## config.mk

```make
export PLATFORM = sky130hd
export DESIGN_NAME = spi_device_line_parser
export DESIGN_NICKNAME = d
export VERILOG_FILES = /design/src/sv/spdlp_pkg.sv /design/src/sv/spdlp_out_queue.sv /design/src/sv/spi_device_line_parser.sv
export SDC_FILE = /design/constraint.sdc
export NUM_CORES = 1
export LEC_CHECK = 0
export BUFFER_PORTS_ARGS = -buffer_cell sky130_fd_sc_hd__buf_2
export CORE_MARGIN = 4
export CORE_UTILIZATION = 40
export CTS_BUF_LIST = sky130_fd_sc_hd__clkbuf_8 sky130_fd_sc_hd__clkbuf_16
export CTS_CLUSTER_DIAMETER = 150
export CTS_CLUSTER_SIZE = 14
export DETAILED_ROUTE_END_ITERATION = 8
export MAX_ROUTING_LAYER = met4
export PLACE_DENSITY = 0.69
export SLEW_MARGIN = 20
export SYNTH_ARGS = -nofsm -noshare
export SYNTH_HDL_FRONTEND = slang
export SYNTH_SLANG_ARGS = --single-unit
```

## constraint.sdc

```tcl
create_clock -name aclk -period 6 [get_ports aclk]
set_input_delay 0 -clock aclk [delete_from_list [all_inputs] [get_ports aclk]]
set_output_delay 0 -clock aclk [all_outputs]
set_load 0.02 [all_outputs]
```

## src/sv/spdlp_pkg.sv

```systemverilog
// ----------------------------------------------------------------------------
// spdlp_pkg
// Shared types, codes and the per-character parse step of the SPI device
// line parser.
// ----------------------------------------------------------------------------
package spdlp_pkg;

    localparam int MAX_NAME_DEFAULT = 32;
    localparam logic [5:0] NAME_LIMIT_RESET = 6'd32;

    // Output queue geometry
    localparam int OQ_DEPTH = 4;
    localparam int OQ_AW    = 2;
    localparam int OQ_CW    = 3;

    // Parser phases
    localparam logic [3:0] PH_S     = 4'd0;
    localparam logic [3:0] PH_P     = 4'd1;
    localparam logic [3:0] PH_I     = 4'd2;
    localparam logic [3:0] PH_PORT  = 4'd3;
    localparam logic [3:0] PH_COMMA = 4'd4;
    localparam logic [3:0] PH_NAME  = 4'd5;
    localparam logic [3:0] PH_ADDR  = 4'd6;
    localparam logic [3:0] PH_CHAN  = 4'd7;
    localparam logic [3:0] PH_SPEED = 4'd8;
    localparam logic [3:0] PH_PIX   = 4'd9;

    // Status codes
    localparam logic [2:0] ST_OK    = 3'd0;
    localparam logic [2:0] ST_PROTO = 3'd1;
    localparam logic [2:0] ST_DEV   = 3'd2;
    localparam logic [2:0] ST_SLAVE = 3'd3;
    localparam logic [2:0] ST_START = 3'd4;
    localparam logic [2:0] ST_SPEED = 3'd5;
    localparam logic [2:0] ST_PIX   = 3'd6;

    localparam logic [2:0] FC_BASE  = 3'd5;
    localparam logic [2:0] FC_PIX   = 3'd6;

    // Characters
    localparam logic [7:0] CH_NUL   = 8'h00;
    localparam logic [7:0] CH_LF    = 8'h0A;
    localparam logic [7:0] CH_SPACE = 8'h20;
    localparam logic [7:0] CH_COMMA = 8'h2C;
    localparam logic [7:0] CH_COLON = 8'h3A;
    localparam logic [7:0] CH_S     = 8'h53;
    localparam logic [7:0] CH_P     = 8'h50;
    localparam logic [7:0] CH_I     = 8'h49;
    localparam logic [7:0] PIX_MAX  = 8'hFF;

    typedef struct packed {
        logic [3:0]  phase;
        logic [3:0]  digit_count;
        logic [29:0] acc;
        logic [5:0]  name_count;
        logic [3:0]  port_hold;
        logic [7:0]  address_hold;
        logic [9:0]  channel_hold;
        logic [29:0] speed_hold;
        logic        skip;
    } parse_state_t;

    typedef struct packed {
        logic        kind;
        logic [7:0]  pixel_count;
        logic [29:0] speed_hz;
        logic [9:0]  start_channel;
        logic [7:0]  slave_address;
        logic [5:0]  name_length;
        logic [3:0]  spi_port;
        logic [2:0]  field_count;
        logic [2:0]  status;
        logic [7:0]  name_char;
    } rec_t;

    typedef struct packed {
        parse_state_t st;
        logic         vld;
        rec_t         rec;
    } step_t;

    typedef struct packed {
        logic             space;
        logic [OQ_CW-1:0] level;
    } oq_status_t;

    function automatic step_t spdlp_feed(parse_state_t st, logic [7:0] c, logic [7:0] lim);
        step_t       f;
        logic        dec;
        logic        hex;
        logic [7:0]  lc;
        logic [3:0]  hexval;
        logic [29:0] acc10;
        logic [29:0] acc16;
        logic        fin;
        logic [2:0]  stat;
        logic [2:0]  cnt;
        logic [7:0]  pix;
        logic        term;
        f      = '0;
        f.st   = st;
        dec    = (c >= 8'h30) && (c <= 8'h39);
        lc     = c | CH_SPACE;
        hex    = dec || ((lc >= 8'h61) && (lc <= 8'h66));
        hexval = dec ? c[3:0] : (lc[3:0] + 4'd9);
        acc10  = {st.acc[26:0], 3'b000} + {st.acc[28:0], 1'b0} + {26'd0, c[3:0]};
        acc16  = {st.acc[25:0], hexval};
        fin    = 1'b0;
        stat   = ST_OK;
        cnt    = 3'd0;
        pix    = 8'd0;
        term   = (c == CH_NUL) || (c == CH_LF) || (c == CH_SPACE);
        if (!st.skip) begin
            case (st.phase)
                PH_S, PH_P, PH_I: begin
                    if ((st.phase == PH_S && c == CH_S) || (st.phase == PH_P && c == CH_P) ||
                        (st.phase == PH_I && c == CH_I)) begin
                        f.st.phase = st.phase + 4'd1;
                    end else begin
                        fin  = 1'b1;
                        stat = ST_PROTO;
                    end
                end
                PH_PORT: begin
                    if (dec) begin
                        f.st.port_hold = c[3:0];
                        f.st.phase     = PH_COMMA;
                    end else begin
                        fin  = 1'b1;
                        stat = ST_PROTO;
                    end
                end
                PH_COMMA: begin
                    if (c == CH_COMMA) begin
                        f.st.phase = PH_NAME;
                    end else begin
                        fin  = 1'b1;
                        stat = ST_PROTO;
                    end
                end
                PH_NAME: begin
                    if (c == CH_COMMA) begin
                        f.st.phase       = PH_ADDR;
                        f.st.digit_count = 4'd0;
                        f.st.acc         = 30'd0;
                    end else if (c != CH_NUL && {2'b00, st.name_count} < lim) begin
                        f.vld           = 1'b1;
                        f.rec.name_char = (c >= 8'h41 && c <= 8'h5A) ? (c | CH_SPACE) : c;
                        f.st.name_count = st.name_count + 6'd1;
                    end else begin
                        fin  = 1'b1;
                        stat = ST_DEV;
                    end
                end
                PH_ADDR: begin
                    if (c == CH_COMMA && st.digit_count != 4'd0) begin
                        f.st.address_hold = st.acc[7:0];
                        f.st.phase        = PH_CHAN;
                        f.st.digit_count  = 4'd0;
                        f.st.acc          = 30'd0;
                    end else if (hex && st.digit_count < 4'd2) begin
                        f.st.acc         = acc16;
                        f.st.digit_count = st.digit_count + 4'd1;
                    end else begin
                        fin  = 1'b1;
                        stat = ST_SLAVE;
                    end
                end
                PH_CHAN: begin
                    if (c == CH_COMMA && st.digit_count != 4'd0) begin
                        f.st.channel_hold = st.acc[9:0];
                        f.st.phase        = PH_SPEED;
                        f.st.digit_count  = 4'd0;
                        f.st.acc          = 30'd0;
                    end else if (dec && st.digit_count < 4'd3) begin
                        f.st.acc         = acc10;
                        f.st.digit_count = st.digit_count + 4'd1;
                    end else begin
                        fin  = 1'b1;
                        stat = ST_START;
                    end
                end
                PH_SPEED: begin
                    if (term || c == CH_COLON) begin
                        if (st.digit_count == 4'd0) begin
                            fin  = 1'b1;
                            stat = ST_SPEED;
                        end else begin
                            f.st.speed_hold = st.acc;
                            if (c == CH_COLON) begin
                                f.st.phase       = PH_PIX;
                                f.st.digit_count = 4'd0;
                                f.st.acc         = 30'd0;
                            end else begin
                                fin = 1'b1;
                                cnt = FC_BASE;
                            end
                        end
                    end else if (dec && st.digit_count < 4'd9) begin
                        f.st.acc         = acc10;
                        f.st.digit_count = st.digit_count + 4'd1;
                    end else begin
                        fin  = 1'b1;
                        stat = ST_SPEED;
                    end
                end
                default: begin
                    // pixel field
                    if (term) begin
                        fin = 1'b1;
                        if (st.digit_count == 4'd0 || st.acc > {22'd0, PIX_MAX}) begin
                            stat = ST_PIX;
                        end else begin
                            cnt = FC_PIX;
                            pix = st.acc[7:0];
                        end
                    end else if (dec && st.digit_count < 4'd3) begin
                        f.st.acc         = acc10;
                        f.st.digit_count = st.digit_count + 4'd1;
                    end else begin
                        fin  = 1'b1;
                        stat = ST_PIX;
                    end
                end
            endcase
        end
        if (fin) begin
            f.vld        = 1'b1;
            f.rec        = '0;
            f.rec.kind   = 1'b1;
            f.rec.status = stat;
            if (stat == ST_OK) begin
                f.rec.field_count   = cnt;
                f.rec.spi_port      = f.st.port_hold;
                f.rec.name_length   = f.st.name_count;
                f.rec.slave_address = f.st.address_hold;
                f.rec.start_channel = f.st.channel_hold;
                f.rec.speed_hz      = f.st.speed_hold;
                f.rec.pixel_count   = pix;
            end
            f.st.skip = 1'b1;
        end
        // end of line: start over
        if (c == CH_NUL) begin
            f.st = '0;
        end
        return f;
    endfunction

endpackage

```

## src/sv/spdlp_out_queue.sv

```systemverilog
// ----------------------------------------------------------------------------
// spdlp_out_queue
// Small result queue: up to two records in per cycle, one out when out_ready.
// ----------------------------------------------------------------------------
module spdlp_out_queue (
    input  logic                  aclk,
    input  logic                  aresetn,
    input  logic                  push0,
    input  logic                  push1,
    input  spdlp_pkg::rec_t       data0,
    input  spdlp_pkg::rec_t       data1,
    output spdlp_pkg::oq_status_t stat,
    output logic                  out_valid,
    input  logic                  out_ready,
    output spdlp_pkg::rec_t       out_data
);

    spdlp_pkg::rec_t                 mem [spdlp_pkg::OQ_DEPTH];
    logic [spdlp_pkg::OQ_AW-1:0]     wr_ptr_reg;
    logic [spdlp_pkg::OQ_AW-1:0]     wr_ptr_next;
    logic [spdlp_pkg::OQ_AW-1:0]     rd_ptr_reg;
    logic [spdlp_pkg::OQ_AW-1:0]     rd_ptr_next;
    logic [spdlp_pkg::OQ_CW-1:0]     count_reg;
    logic [spdlp_pkg::OQ_CW-1:0]     count_next;
    logic                            pop;

    assign pop       = out_valid && out_ready;
    assign out_valid = (count_reg != '0);
    assign out_data  = mem[rd_ptr_reg];

    assign stat.space = (count_reg <= spdlp_pkg::OQ_CW'(spdlp_pkg::OQ_DEPTH - 2));
    assign stat.level = count_reg;

    always_comb begin
        wr_ptr_next = wr_ptr_reg + spdlp_pkg::OQ_AW'(push0) + spdlp_pkg::OQ_AW'(push1);
        rd_ptr_next = rd_ptr_reg + spdlp_pkg::OQ_AW'(pop);
        count_next  = count_reg + spdlp_pkg::OQ_CW'(push0) + spdlp_pkg::OQ_CW'(push1)
                      - spdlp_pkg::OQ_CW'(pop);
    end

    always_ff @(posedge aclk) begin
        if (!aresetn) begin
            wr_ptr_reg <= '0;
            rd_ptr_reg <= '0;
            count_reg  <= '0;
        end else begin
            wr_ptr_reg <= wr_ptr_next;
            rd_ptr_reg <= rd_ptr_next;
            count_reg  <= count_next;
        end
    end

    always_ff @(posedge aclk) begin
        if (push0) begin
            mem[wr_ptr_reg] <= data0;
        end
        if (push1) begin
            mem[wr_ptr_reg + spdlp_pkg::OQ_AW'(1)] <= data1;
        end
    end

endmodule

```

## src/sv/spi_device_line_parser.sv

```systemverilog
// ----------------------------------------------------------------------------
// spi_device_line_parser
// Character-at-a-time parser for "SPIn,name,hh,ddd,speed[:pixels]" lines.
// ----------------------------------------------------------------------------
// One character arrives per s_axis transfer (tdata = ch, tlast = end of
// buffer; a zero character also ends the line). Each lowercased name
// character leaves as an m_axis transfer with tlast low; every line ends in
// one transfer with tlast high carrying a status or the field count and the
// converted fields. A character can give up to two results, for example a
// name character followed by the error raised by the implied line end.
// The character is registered, parsed combinationally into a four-entry
// result queue, and shown on m_axis from that queue's registers.
// A character is taken every cycle while the queue has room for two
// records; the queue drains one record per cycle while m_axis_tready is
// high, so lines of many name characters then run at one result per cycle.
// When the receiver stalls, results wait in the queue and s_axis_tready
// drops while a character waits in the input register and the queue has
// fewer than two free entries; nothing is lost.
// Reset empties the queue, returns the parser to a line start and sets the
// name limit to 32. Users write it by cfg_we only while idle (not enforced).
// ----------------------------------------------------------------------------
module spi_device_line_parser #(
    parameter int MAX_NAME = spdlp_pkg::MAX_NAME_DEFAULT
) (
    input  logic        aclk,
    input  logic        aresetn,
    input  logic        cfg_we,
    input  logic [5:0]  cfg_wdata,      // name_limit
    input  logic        s_axis_tvalid,
    output logic        s_axis_tready,
    input  logic [7:0]  s_axis_tdata,   // ch
    input  logic        s_axis_tlast,   // last
    output logic        m_axis_tvalid,
    input  logic        m_axis_tready,
    // name_char, status, field_count, spi_port, name_length, slave_address,
    // start_channel, speed_hz, pixel_count
    output logic [79:0] m_axis_tdata,
    output logic        m_axis_tlast    // kind
);

    logic [5:0]              name_limit_reg;
    logic                    in_valid_reg;
    logic [7:0]              ch_reg;
    logic                    last_reg;
    spdlp_pkg::parse_state_t st_reg;
    spdlp_pkg::parse_state_t st_next;
    spdlp_pkg::step_t        f1;
    spdlp_pkg::step_t        f2;
    spdlp_pkg::oq_status_t   oq_stat;
    spdlp_pkg::rec_t         rec0;
    spdlp_pkg::rec_t         out_rec;
    logic [7:0]              lim;
    logic                    use_second;
    logic                    process;
    logic                    push0;
    logic                    push1;

    assign lim = ({2'b00, name_limit_reg} < 8'(MAX_NAME)) ? {2'b00, name_limit_reg}
                                                         : 8'(MAX_NAME);

    assign process       = in_valid_reg && oq_stat.space;
    assign s_axis_tready = !in_valid_reg || process;

    always_comb begin
        f1         = spdlp_pkg::spdlp_feed(st_reg, ch_reg, lim);
        // buffer end: the line closes as if a zero followed
        f2         = spdlp_pkg::spdlp_feed(f1.st, spdlp_pkg::CH_NUL, lim);
        use_second = last_reg && (ch_reg != spdlp_pkg::CH_NUL);
        st_next    = use_second ? f2.st : f1.st;
        rec0       = f1.vld ? f1.rec : f2.rec;
        push0      = process && (f1.vld || (use_second && f2.vld));
        push1      = process && f1.vld && use_second && f2.vld;
    end

    always_ff @(posedge aclk) begin
        if (!aresetn) begin
            name_limit_reg <= spdlp_pkg::NAME_LIMIT_RESET;
            in_valid_reg   <= 1'b0;
            st_reg         <= '0;
        end else begin
            if (cfg_we) begin
                name_limit_reg <= cfg_wdata;
            end
            if (s_axis_tready) begin
                in_valid_reg <= s_axis_tvalid;
            end
            if (process) begin
                st_reg <= st_next;
            end
        end
    end

    // hold the character until it is parsed
    always_ff @(posedge aclk) begin
        if (s_axis_tvalid && s_axis_tready) begin
            ch_reg   <= s_axis_tdata;
            last_reg <= s_axis_tlast;
        end
    end

    spdlp_out_queue u_queue (
        .aclk      (aclk),
        .aresetn   (aresetn),
        .push0     (push0),
        .push1     (push1),
        .data0     (rec0),
        .data1     (f2.rec),
        .stat      (oq_stat),
        .out_valid (m_axis_tvalid),
        .out_ready (m_axis_tready),
        .out_data  (out_rec)
    );

    assign m_axis_tlast = out_rec.kind;
    assign m_axis_tdata = {out_rec.pixel_count, out_rec.speed_hz, out_rec.start_channel,
                           out_rec.slave_address, out_rec.name_length, out_rec.spi_port,
                           out_rec.field_count, out_rec.status, out_rec.name_char};

    a_queue_bound: assert property (@(posedge aclk) disable iff (!aresetn)
        oq_stat.level <= spdlp_pkg::OQ_CW'(spdlp_pkg::OQ_DEPTH))
        else $error("result queue overflow");

    a_pair_needs_end: assert property (@(posedge aclk) disable iff (!aresetn)
        push1 |-> (last_reg && ch_reg != spdlp_pkg::CH_NUL && push0))
        else $error("two results without a buffer end");

    a_name_rec_clean: assert property (@(posedge aclk) disable iff (!aresetn)
        (m_axis_tvalid && !m_axis_tlast) |-> (m_axis_tdata[79:8] == '0))
        else $error("name record carries field data");

    a_digit_bound: assert property (@(posedge aclk) disable iff (!aresetn)
        st_reg.digit_count <= 4'd9 && st_reg.phase <= spdlp_pkg::PH_PIX)
        else $error("parser state out of range");

endmodule
```

== Yosys cells after proc, flatten, opt, wreduce, memory -nomap -nowiden ==
Memories as Yosys holds them, arrays and structs flattened. A register that Yosys moved wholly into a read port is not among the register bits.
Cells that the tools add are included.

* Flip-flop bits (word level): 120
* Latch bits: 0
* Bits in writable memories: 324
* Memory bits (read-only): 0
* Word-level logic and storage cells: 224
* Memories kept: 1

{| class="wikitable"
|+ Memories
! memory !! words !! width !! rd ports !! clocked after Yosys merged registers in !! write ports !! line !! text
|-
| u_queue.mem || 4 || 81 || 1 || 1 || 2 || spdlp_out_queue.sv:18 || <nowiki>spdlp_pkg::rec_t mem [spdlp_pkg::OQ_DEPTH];</nowiki>
|}

* Add/sub/neg operators: 13
* Multipliers: 0
* Divide/modulo/power cells: 0
* $lt $le $gt $ge: 14
* Equal/unequal tests: 23
* Shift operators: 0
* Mux-type cells: 109
* Bitwise operators: 0
* Reduce and logical (&&, ||, !) cells: 48

{| class="wikitable"
|+ Operators with widths
! kind !! number
|-
| 34-bit 2-to-1 mux || 7
|-
| 97-bit 2-to-1 mux || 2
|-
| 34-bit case mux with 5 select lines || 1
|-
| 30-bit 2-to-1 mux || 5
|-
| 69-bit 2-to-1 mux || 2
|-
| 38-bit 2-to-1 mux || 3
|-
| 8-bit 2-to-1 mux || 12
|-
| 96-bit 2-to-1 mux || 1
|-
| 83-bit 2-to-1 mux || 1
|-
| 82-bit 2-to-1 mux || 1
|-
| 81-bit 2-to-1 mux || 1
|-
| 3-bit 2-to-1 mux || 22
|-
| 30-bit by 8-bit greater-than comparator with 1-bit output (second input constant) || 2
|-
| 4-bit 2-to-1 mux || 9
|-
| 4-bit by 3-bit == test with 1-bit output (second input constant) || 8
|-
| 30-bit adder || 1
|-
| 30-bit by 4-bit adder with 30-bit output || 1
|-
| 6-bit 2-to-1 mux || 5
|-
| 4-bit case mux with 7 select lines || 1
|-
| 1-bit 2-to-1 mux || 26
|-
| 8-bit by 6-bit == test with 1-bit output (second input constant) || 3
|-
| 8-bit by 7-bit == test with 1-bit output (second input constant) || 3
|-
| 3-bit case mux with 7 select lines || 1
|-
| 1-bit logical AND || 20
|-
| other kinds (37) || 69
|}

== Logic depth before layout (Yosys ltp) ==
Gate-level depths: netlist of the first run.

* Word-level depth: 26
* Mapped depth: 20
* Mapped depth without buffers: 17

== Cells and area by module ==
From an unflattened synthesis of the first run, not the netlist that was laid out.

* Cells, all modules: 2,336
* Area total of the unflattened synthesis: 27,242.4 sq um

{| class="wikitable"
|+ Modules (own cells, without submodules)
! module !! times used !! cells each !! area an instance (sq um)
|-
| spdlp_out_queue || 1 || 826 || 16,034.1
|-
| spi_device_line_parser || 1 || 1,510 || 11,208.2
|}

== Least setup slack after synthesis of the first run ==
Ideal clock, no wire load.

* Path type: register to register
* Start point: reg ch_reg[0]
* End point: mem u_queue.mem[1][10] (netlist name), enable pin
* Setup time: 0.433 ns
* Arrival: 5.729 ns
* Data required time: 5.567 ns
* Slack: -0.162 ns
* Cell stages (with the launch flop): 19
* Path buffers: 5
* Clock period less this slack: 6.162 ns
* Cell sequence: edfxtp_1 > clkbuf_1 > inv_1 > ha_1 > nor4b_1 > a31o_2 > a31oi_1 > and2_1 > nor4b_1 > and2_1 > clkbuf_1 > a21oi_1 > nor2_1 > inv_1 > or3_1 > clkbuf_1 > clkbuf_1 > buf_1 > nand2_1

{| class="wikitable"
|+ RTL lines
! what !! line !! text
|-
| from (decl) || spi_device_line_parser.sv:43 || <nowiki>logic [7:0] ch_reg;</nowiki>
|-
| from (signal assigned) || spi_device_line_parser.sv:96 || <nowiki>ch_reg <= s_axis_tdata;</nowiki>
|-
| to (decl) || spdlp_out_queue.sv:18 ||
|}

==> results of run 1 <==
area by class of cell:
class / count / area [µm²]
Timing Repair Buffer: 272 / 2050
Sequential cell: 444 / 11900
Multi-Input combinational cell: 1641 / 11300
Fill cell: 5329 / 31700
Antenna cell: 2 / 5.00
Inverter: 32 / 120
Clock buffer: 37 / 926
Clock inverter: 30 / 169
Tap cell: 773 / 967
logic make-up (layout without fill, tap and decap cells):
kind of cell | count (synthesis) | count (layout) | share of synthesized area [%]
flops | 444 | 444 | 49.8
buf+inv | 208 | 371 | 3.35
compound gates | 528 | 528 | 14.3
mux | 133 | 133 | 9.82
xor+xnor | 36 | 36 | 1.32
other cells | 0 | 2 | 0
fa+ha+maj | 79 | 79 | 4.29
simple gates | 865 | 865 | 17.1
power breakdown:
group / switching [mW] / internal, mW / leakage [nW]
Clock: 1.10 / 1.17 / 0.627
Combinational: 1.18 / 0.749 / 5.12
Sequential: 0.151 / 3.42 / 3.87
Total: 2.44 / 5.34 / 9.61
worst max-delay path by stage:
| stage | start | cells after the start | endpoint |
|---|---|---|---|
| 2_1_floorplan | ch_reg[0]$_DFFE_PP_ | 15 | u_queue.mem[3][10]$_DFFE_PP_ |
| 3_3_place_gp | ch_reg[3]$_DFFE_PP_ | 18 | u_queue.mem[0][68]$_DFFE_PP_ |
| 3_5_place_dp | ch_reg[0]$_DFFE_PP_ | 18 | u_queue.mem[0][68]$_DFFE_PP_ |
| 4_1_cts | ch_reg[0]$_DFFE_PP_ | 18 | u_queue.mem[0][68]$_DFFE_PP_ |
| 5_1_grt | ch_reg[0]$_DFFE_PP_ | 18 | u_queue.mem[1][68]$_DFFE_PP_ |
| 6_report | ch_reg[0]$_DFFE_PP_ | 18 | u_queue.mem[0][68]$_DFFE_PP_ |
routing by layer:
layer	global-route usage [%]	share of wire (%)
met3	2.82	7.5
met1	33.2	43
met2	37.2	46
met5	-	0
met4	7.39	3.1
worst reg2reg max path: stages, from the launching register on:
cell and delay, ns:
edfxtp_1 0.56, inv_1 0.21, ha_1 0.31, or4b_1 0.59, o311a_1 0.42, a211o_1 0.35
a211oi_2 0.17, buf_4 0.17, a21oi_1 0.07, buf_4 0.17, a221oi_2 0.42, nand2b_1 0.10
nor4_1 0.37, nand4_1 0.24, o31ai_4 0.27, buf_4 0.32, a31oi_1 0.24, buf_4 0.22
nor2_1 0.09
through the flow:
stage	total power [mW]	cell area, µm²	instances	utilization [%]	hold slack, ns
global route	8.07	27400	3230	46.4	0.164
floorplan	4.85	23900	2293	-	0.0989
CTS	7.84	27400	3229	46.4	0.134
detailed placement	5.57	26000	3131	44.0	0.192
global placement	5.55	26000	3131	44.0	0.188
finish	7.78	27400	3231	46.4	0.163
cells in the final DEF, fill, tap and decap left out, types with 12 or more instances in the layout:
| master | Yosys | routed |
|---|---|---|
| a211oi_1 | 16 | 16 |
| a21o_1 | 12 | 12 |
| a21oi_1 | 139 | 138 |
| a22oi_1 | 73 | 73 |
| a31oi_1 | 46 | 46 |
| and2_1 | 58 | 58 |
| buf_12 | 0 | 15 |
| buf_2 | 9 | 102 |
| buf_4 | 0 | 124 |
| clkbuf_16 | 0 | 37 |
| dfxtp_1 | 143 | 141 |
| dlygate4sd3_1 | 0 | 31 |
| edfxtp_1 | 301 | 301 |
| ha_1 | 74 | 74 |
| inv_1 | 32 | 58 |
| mux2i_1 | 51 | 51 |
| mux4_2 | 81 | 81 |
| nand2_1 | 143 | 137 |
| nand3_1 | 21 | 20 |
| nand4_1 | 18 | 18 |
| nor2_1 | 331 | 331 |
| nor2b_1 | 75 | 75 |
| nor3_1 | 144 | 143 |
| nor4_1 | 17 | 15 |
| o211ai_1 | 15 | 15 |
| o21ai_0 | 93 | 93 |
| o22ai_1 | 33 | 33 |
| o2bb2ai_1 | 14 | 14 |
| xnor2_1 | 21 | 21 |
| xor2_1 | 15 | 15 |
repair_timing:
| action | 4_1_cts | 5_1_grt |
|---|---|---|
| hold buffers | 31 | 0 |
| endpoints found under the hold margin | 28 | 0 |
| resized for setup | 0 | 0 |
==> flow_metrics.py, run 1 <==
metrics = {
    "setup_path": {
        "reg2reg_to": "u_queue.mem[0][68]$_DFFE_PP_",
        "critPathSlowestCell": "or4b_1",
        "critPathTopFamily": "compound AO/OA/AOI/OAI gates",
        "cpPeakStageDelay_ns": 0.59,
        "rrSetupSlack_ns": 0.55,
        "cp.arrival_ns": 5.85,
        "end_kind": "flop",
        "critical_path.cell_chain": "inv_1, ha_1, or4b_1, o311a_1, a211o_1, a211oi_2, buf_4, a21oi_1, buf_4, a221oi_2, nand2b_1, nor4_1, nand4_1, o31ai_4, buf_4, a31oi_1, buf_4, nor2_1",
        "path_class": "flop to flop",
        "required_ns": 6.41,
        "path_common_cell": "buf_4",
        "reg2regPathDepth": 18,
        "cp-start-kind": "flop",
        "critPathMaxFanout": 19,
        "r2r_start": "ch_reg[0]$_DFFE_PP_",
        "critPathBufInv": 5,
    },
    "logic_synthesis": {
        "synthArstFlopShare_pct": 0,
        "synth_flop_cell": "edfxtp_1",
        "ys_ff_latch": 444,
        "syn_nets": 2392,
        "netlist_area_um2": 23900,
        "yosysMostFrequentCell": "nor2_1",
        "yosysWarnings": 0,
        "synth_edf_count": 301,
        "synth_top_area_share_pct": 37.8,
        "yosysUniqueCellTypes": 80,
        "ys_top_cells_by_count": "331 x nor2_1, 301 x edfxtp_1, 145 x clkbuf_1",
        "synth_area_per_cell_um2": 10.4,
        "seq_area_frac_synth_pct": 49.8,
        "synthTopCellsByArea": "edfxtp_1 38%, dfxtp_1 12%, mux4_2 7.6%",
        "yosysTopAreaCell": "edfxtp_1",
        "synthCells": 2293,
    },
    "timing": {
        "worstMarginPinSlew_ns": 1.16,
        "skew_ns": 0.0297,
        "fmax_mhz": 184,
        "fin_crit_sh_pct": 90.8,
        "setup_viol": 0,
        "fin_crit_ns": 5.45,
        "fin_tns_setup_ns": 0,
        "setup_slack_ns": 0.555,
        "slew_headroom_pct": 22.3,
        "slew_viol_final": 0,
        "hold_viol_final": 0,
        "rsz0062_at_grt": "false",
    },
    "die": {
        "boundaryPins": 103,
        "start_util_pct": 40.4,
        "fp.dieW_um": 252,
        "fp.dieH_um": 252,
        "core-area_um2": 59100,
        "rows": 89,
        "die_area_um2": 63700,
    },
    "global_routing": {
        "grt_pass1_vias": 19100,
        "grt_pass1_wl_um": 116000,
        "grt_util_all_layers_pct": 23.9,
        "grt_start_max_net_pins": 93,
        "antenna_found_initial": 1,
        "grt_overflow": 0,
    },
    "layout": {
        "final_nets": 2527,
        "drive_gt1_share_pct": 16.0,
        "largest_reg_flops": 324,
        "areaGrowthSynthToFinish_pct": 14.8,
    },
    "detailed_routing": {
        "avgRoutedWirePerCell_um": 23.4,
        "drtPass1Iterations": 6,
        "via_per_inst": 6.11,
        "ant_nets": 0,
        "routed_wl_um": 75500,
        "first_iter_violations": 1829,
        "drc_errors": 0,
        "num_vias": 19800,
    },
    "pwr": {
        "ir_worst_vdd_mv": 0.231,
        "power_density_nw_per_um2": 284,
        "p_leak_nw": 9.61,
    },
    "hold_path": {
        "min_to": "ch_reg[6]$_DFFE_PP_",
        "min_path_type": "primary input to flop",
        "hold_path.startpoint": "s_axis_tdata[6]",
        "whs_path_depth": 2,
    },
    "cts": {
        "cts_buffer_depth": 3,
        "htreeDepth": 2,
        "cts_buffers": 37,
        "clock_sinks": 444,
        "cts_tree": "built",
        "post-cts-setup-buffers": 0,
        "clk_pin_slew_ns": 0.08,
        "cts-root-buf": "clkbuf_16",
        "clock_latency_ns": 0.57,
    },
    "status": {
        "outcome": "complete, no violations",
    },
    "job": {
        "cap_violations": 0,
    },
    "placement": {
        "portBuffers": 102,
        "dp_hpwl_um": 51600,
        "gp_congestion": 0.986,
        "place_ws_ns": 0.695,
    },
}
Power figures use the tool's default switching activity.
==> inputs of run 2 (changes only) <==
--- a/config.mk
+++ b/config.mk
@@ -6,6 +6,7 @@
 export NUM_CORES = 1
 export LEC_CHECK = 0
 export BUFFER_PORTS_ARGS = -buffer_cell sky130_fd_sc_hd__buf_2
+export CORE_ASPECT_RATIO = 0.75
 export CORE_MARGIN = 4
 export CORE_UTILIZATION = 40
 export CTS_BUF_LIST = sky130_fd_sc_hd__clkbuf_8 sky130_fd_sc_hd__clkbuf_16
==> flow_metrics.py, run 2 (synthesis gave the netlist of run 1 again) <==
metrics = {
    "detailed_routing": {
        "ant_nets": 0,
        "via_per_inst": 6.09,
        "drtPass1Iterations": 7,
        "routed_wl_um": 75800,
        "drc_errors": 0,
        "avgRoutedWirePerCell_um": 23.5,
        "num_vias": 19600,
        "first_iter_violations": 2671,
    },
    "timing": {
        "fin_crit_sh_pct": 92.8,
        "fin_crit_ns": 5.57,
        "worstMarginPinSlew_ns": 1.07,
        "hold_ws_ns": 0.0956,
        "hold_viol_final": 0,
        "fmax_mhz": 180,
        "setup_viol": 0,
        "fin_tns_setup_ns": 0,
        "skew_ns": 0.0359,
        "rsz0062_at_grt": "false",
        "slew_viol_final": 0,
        "slew_headroom_pct": 28.3,
    },
    "setup_path": {
        "reg2regPathDepth": 17,
        "cp-start-kind": "flop",
        "critPathSlowestCell": "a2111oi_0",
        "path_common_cell": "buf_12",
        "critPathMaxFanout": 26,
        "cp.arrival_ns": 5.95,
        "rrSetupSlack_ns": 0.43,
        "critical_path.cell_chain": "ha_1, ha_1, a21oi_1, o21ai_0, a2111oi_0, nand3_1, xor2_1, a222oi_1, o21a_1, and3_1, nand4_1, o31ai_4, buf_12, a21oi_4, buf_12, buf_12, nor3_1",
        "path_class": "flop to flop",
        "cpPeakStageDelay_ns": 0.74,
        "required_ns": 6.38,
        "critPathTopFamily": "compound AO/OA/AOI/OAI gates",
        "reg2reg_to": "u_queue.mem[1][26]$_DFFE_PP_",
        "critPathBufInv": 3,
        "r2r_start": "st_reg[72]$_SDFFE_PN0P_",
        "end_kind": "flop",
        "path_depth": 17,
    },
    "die": {
        "fp.dieW_um": 290,
        "boundaryPins": 103,
        "core-area_um2": 59100,
        "fp.dieH_um": 220,
        "start_util_pct": 40.5,
        "die_area_um2": 63800,
        "rows": 77,
    },
    "global_routing": {
        "grt_overflow": 0,
        "grt_pass1_wl_um": 116000,
        "grt_util_all_layers_pct": 24.0,
        "grt_pass1_vias": 19000,
        "grt_start_max_net_pins": 112,
        "antenna_found_initial": 1,
    },
    "cts": {
        "cts-root-buf": "clkbuf_16",
        "clk_pin_slew_ns": 0.07,
        "clock_sinks": 444,
        "post-cts-setup-buffers": 0,
        "cts_tree": "built",
        "cts_resized": 0,
        "cts_buffer_depth": 3,
        "clock_latency_ns": 0.56,
        "htreeDepth": 2,
        "cts_buffers": 37,
    },
    "pwr": {
        "seqPwrFrac_pct": 45.2,
        "comb_power_share_pct": 25.8,
        "power_mw": 7.77,
        "p_leak_nw": 9.50,
        "p_sw_share_pct": 31.6,
        "p_switching_mw": 2.46,
        "pwr-share-clk_pct": 29.0,
        "intPower_mw": 5.31,
        "power_density_nw_per_um2": 285,
        "ir_worst_vdd_mv": 0.243,
    },
    "hold_path": {
        "whs_path_depth": 4,
        "min_path_type": "primary input to flop",
        "hold_path.startpoint": "m_axis_tready",
        "min_to": "u_queue.rd_ptr_reg[0]$_SDFF_PN0_",
    },
    "placement": {
        "gp_congestion": 1.02,
        "dp_hpwl_um": 52500,
        "portBuffers": 102,
    },
    "layout": {
        "post-route-util_pct": 46.2,
        "final_nets": 2504,
        "fillers": 5424,
        "drive_gt1_share_pct": 15.5,
        "largest_reg_flops": 324,
        "layout_common_cells": "331 x nor2_1, 301 x edfxtp_1, 143 x nor3_1",
        "areaGrowthSynthToFinish_pct": 14.1,
        "layout_commonest_cell": "nor2_1",
    },
    "job": {
        "cap_violations": 0,
    },
    "status": {
        "outcome": "complete, no violations",
    },
}
-- run 2: final cells by class --
class / instances / area, µm² / area share (%)
Antenna cell: 1 / 2.50 / 0.00918
Clock buffer: 38 / 951 / 3.49
Clock inverter: 29 / 123 / 0.450
Inverter: 32 / 120 / 0.441
Multi-Input combinational cell: 1641 / 11300 / 41.4
Sequential cell: 444 / 11900 / 43.7
Tap cell: 790 / 988 / 3.63
Timing Repair Buffer: 249 / 1880 / 6.91
-- run 2: metal layers --
metal  track usage [%]  routed length [µm]  vias up
met1              34.1               32900     9710
li1                  -                   -     8793
met2              36.7               34400      998
met5                 -                   0        -
met4              5.41                1740        0
met3              3.60                6830      125
-- run 2: what timing repair did --
item / 4_1_cts / 5_1_grt
hold endpoints to repair: 16 / 0
hold buffers: 23 / 0
endpoints found under the setup margin: 0 / 0
-- run 2: power groups by stage --
stage | sequential, mW | combinational (mW) | clock (mW)
finish | 3.51 | 2.01 | 2.25
global route | 3.53 | 2.13 | 2.42
CTS | 3.51 | 2.02 | 2.28
detailed placement | 3.58 | 2.00 | 0
global placement | 3.57 | 2.00 | 0
floorplan | 3.52 | 1.32 | 0
-- run 2: how the worst max path moves through the flow --
stage,from,end
global route,ch_reg[0]$_DFFE_PP_,u_queue.mem[2][15]$_DFFE_PP_
floorplan,ch_reg[0]$_DFFE_PP_,u_queue.mem[3][10]$_DFFE_PP_
detailed placement,ch_reg[3]$_DFFE_PP_,u_queue.mem[3][33]$_DFFE_PP_
global placement,ch_reg[3]$_DFFE_PP_,u_queue.mem[0][20]$_DFFE_PP_
CTS,ch_reg[3]$_DFFE_PP_,u_queue.mem[3][33]$_DFFE_PP_
finish,st_reg[72]$_SDFFE_PN0P_,u_queue.mem[1][26]$_DFFE_PP_
-- run 2: worst min-delay path, delay by kind of cell --
family                     cells  cell delay, ns
and+or+nand+nor                2            0.39
adders and majority gates      1            0.16
buffers and inverters          1            0.07
-- run 2: through the flow --
stage	setup slack (ns)	instance area, µm²	cells
final	0.431	27300	3224
after global routing	0.199	27300	3224
after CTS	0.550	27300	3223
after detailed placement	0.599	26000	3133
after global placement	0.703	26000	3133
after floorplan	0.156	23900	2293
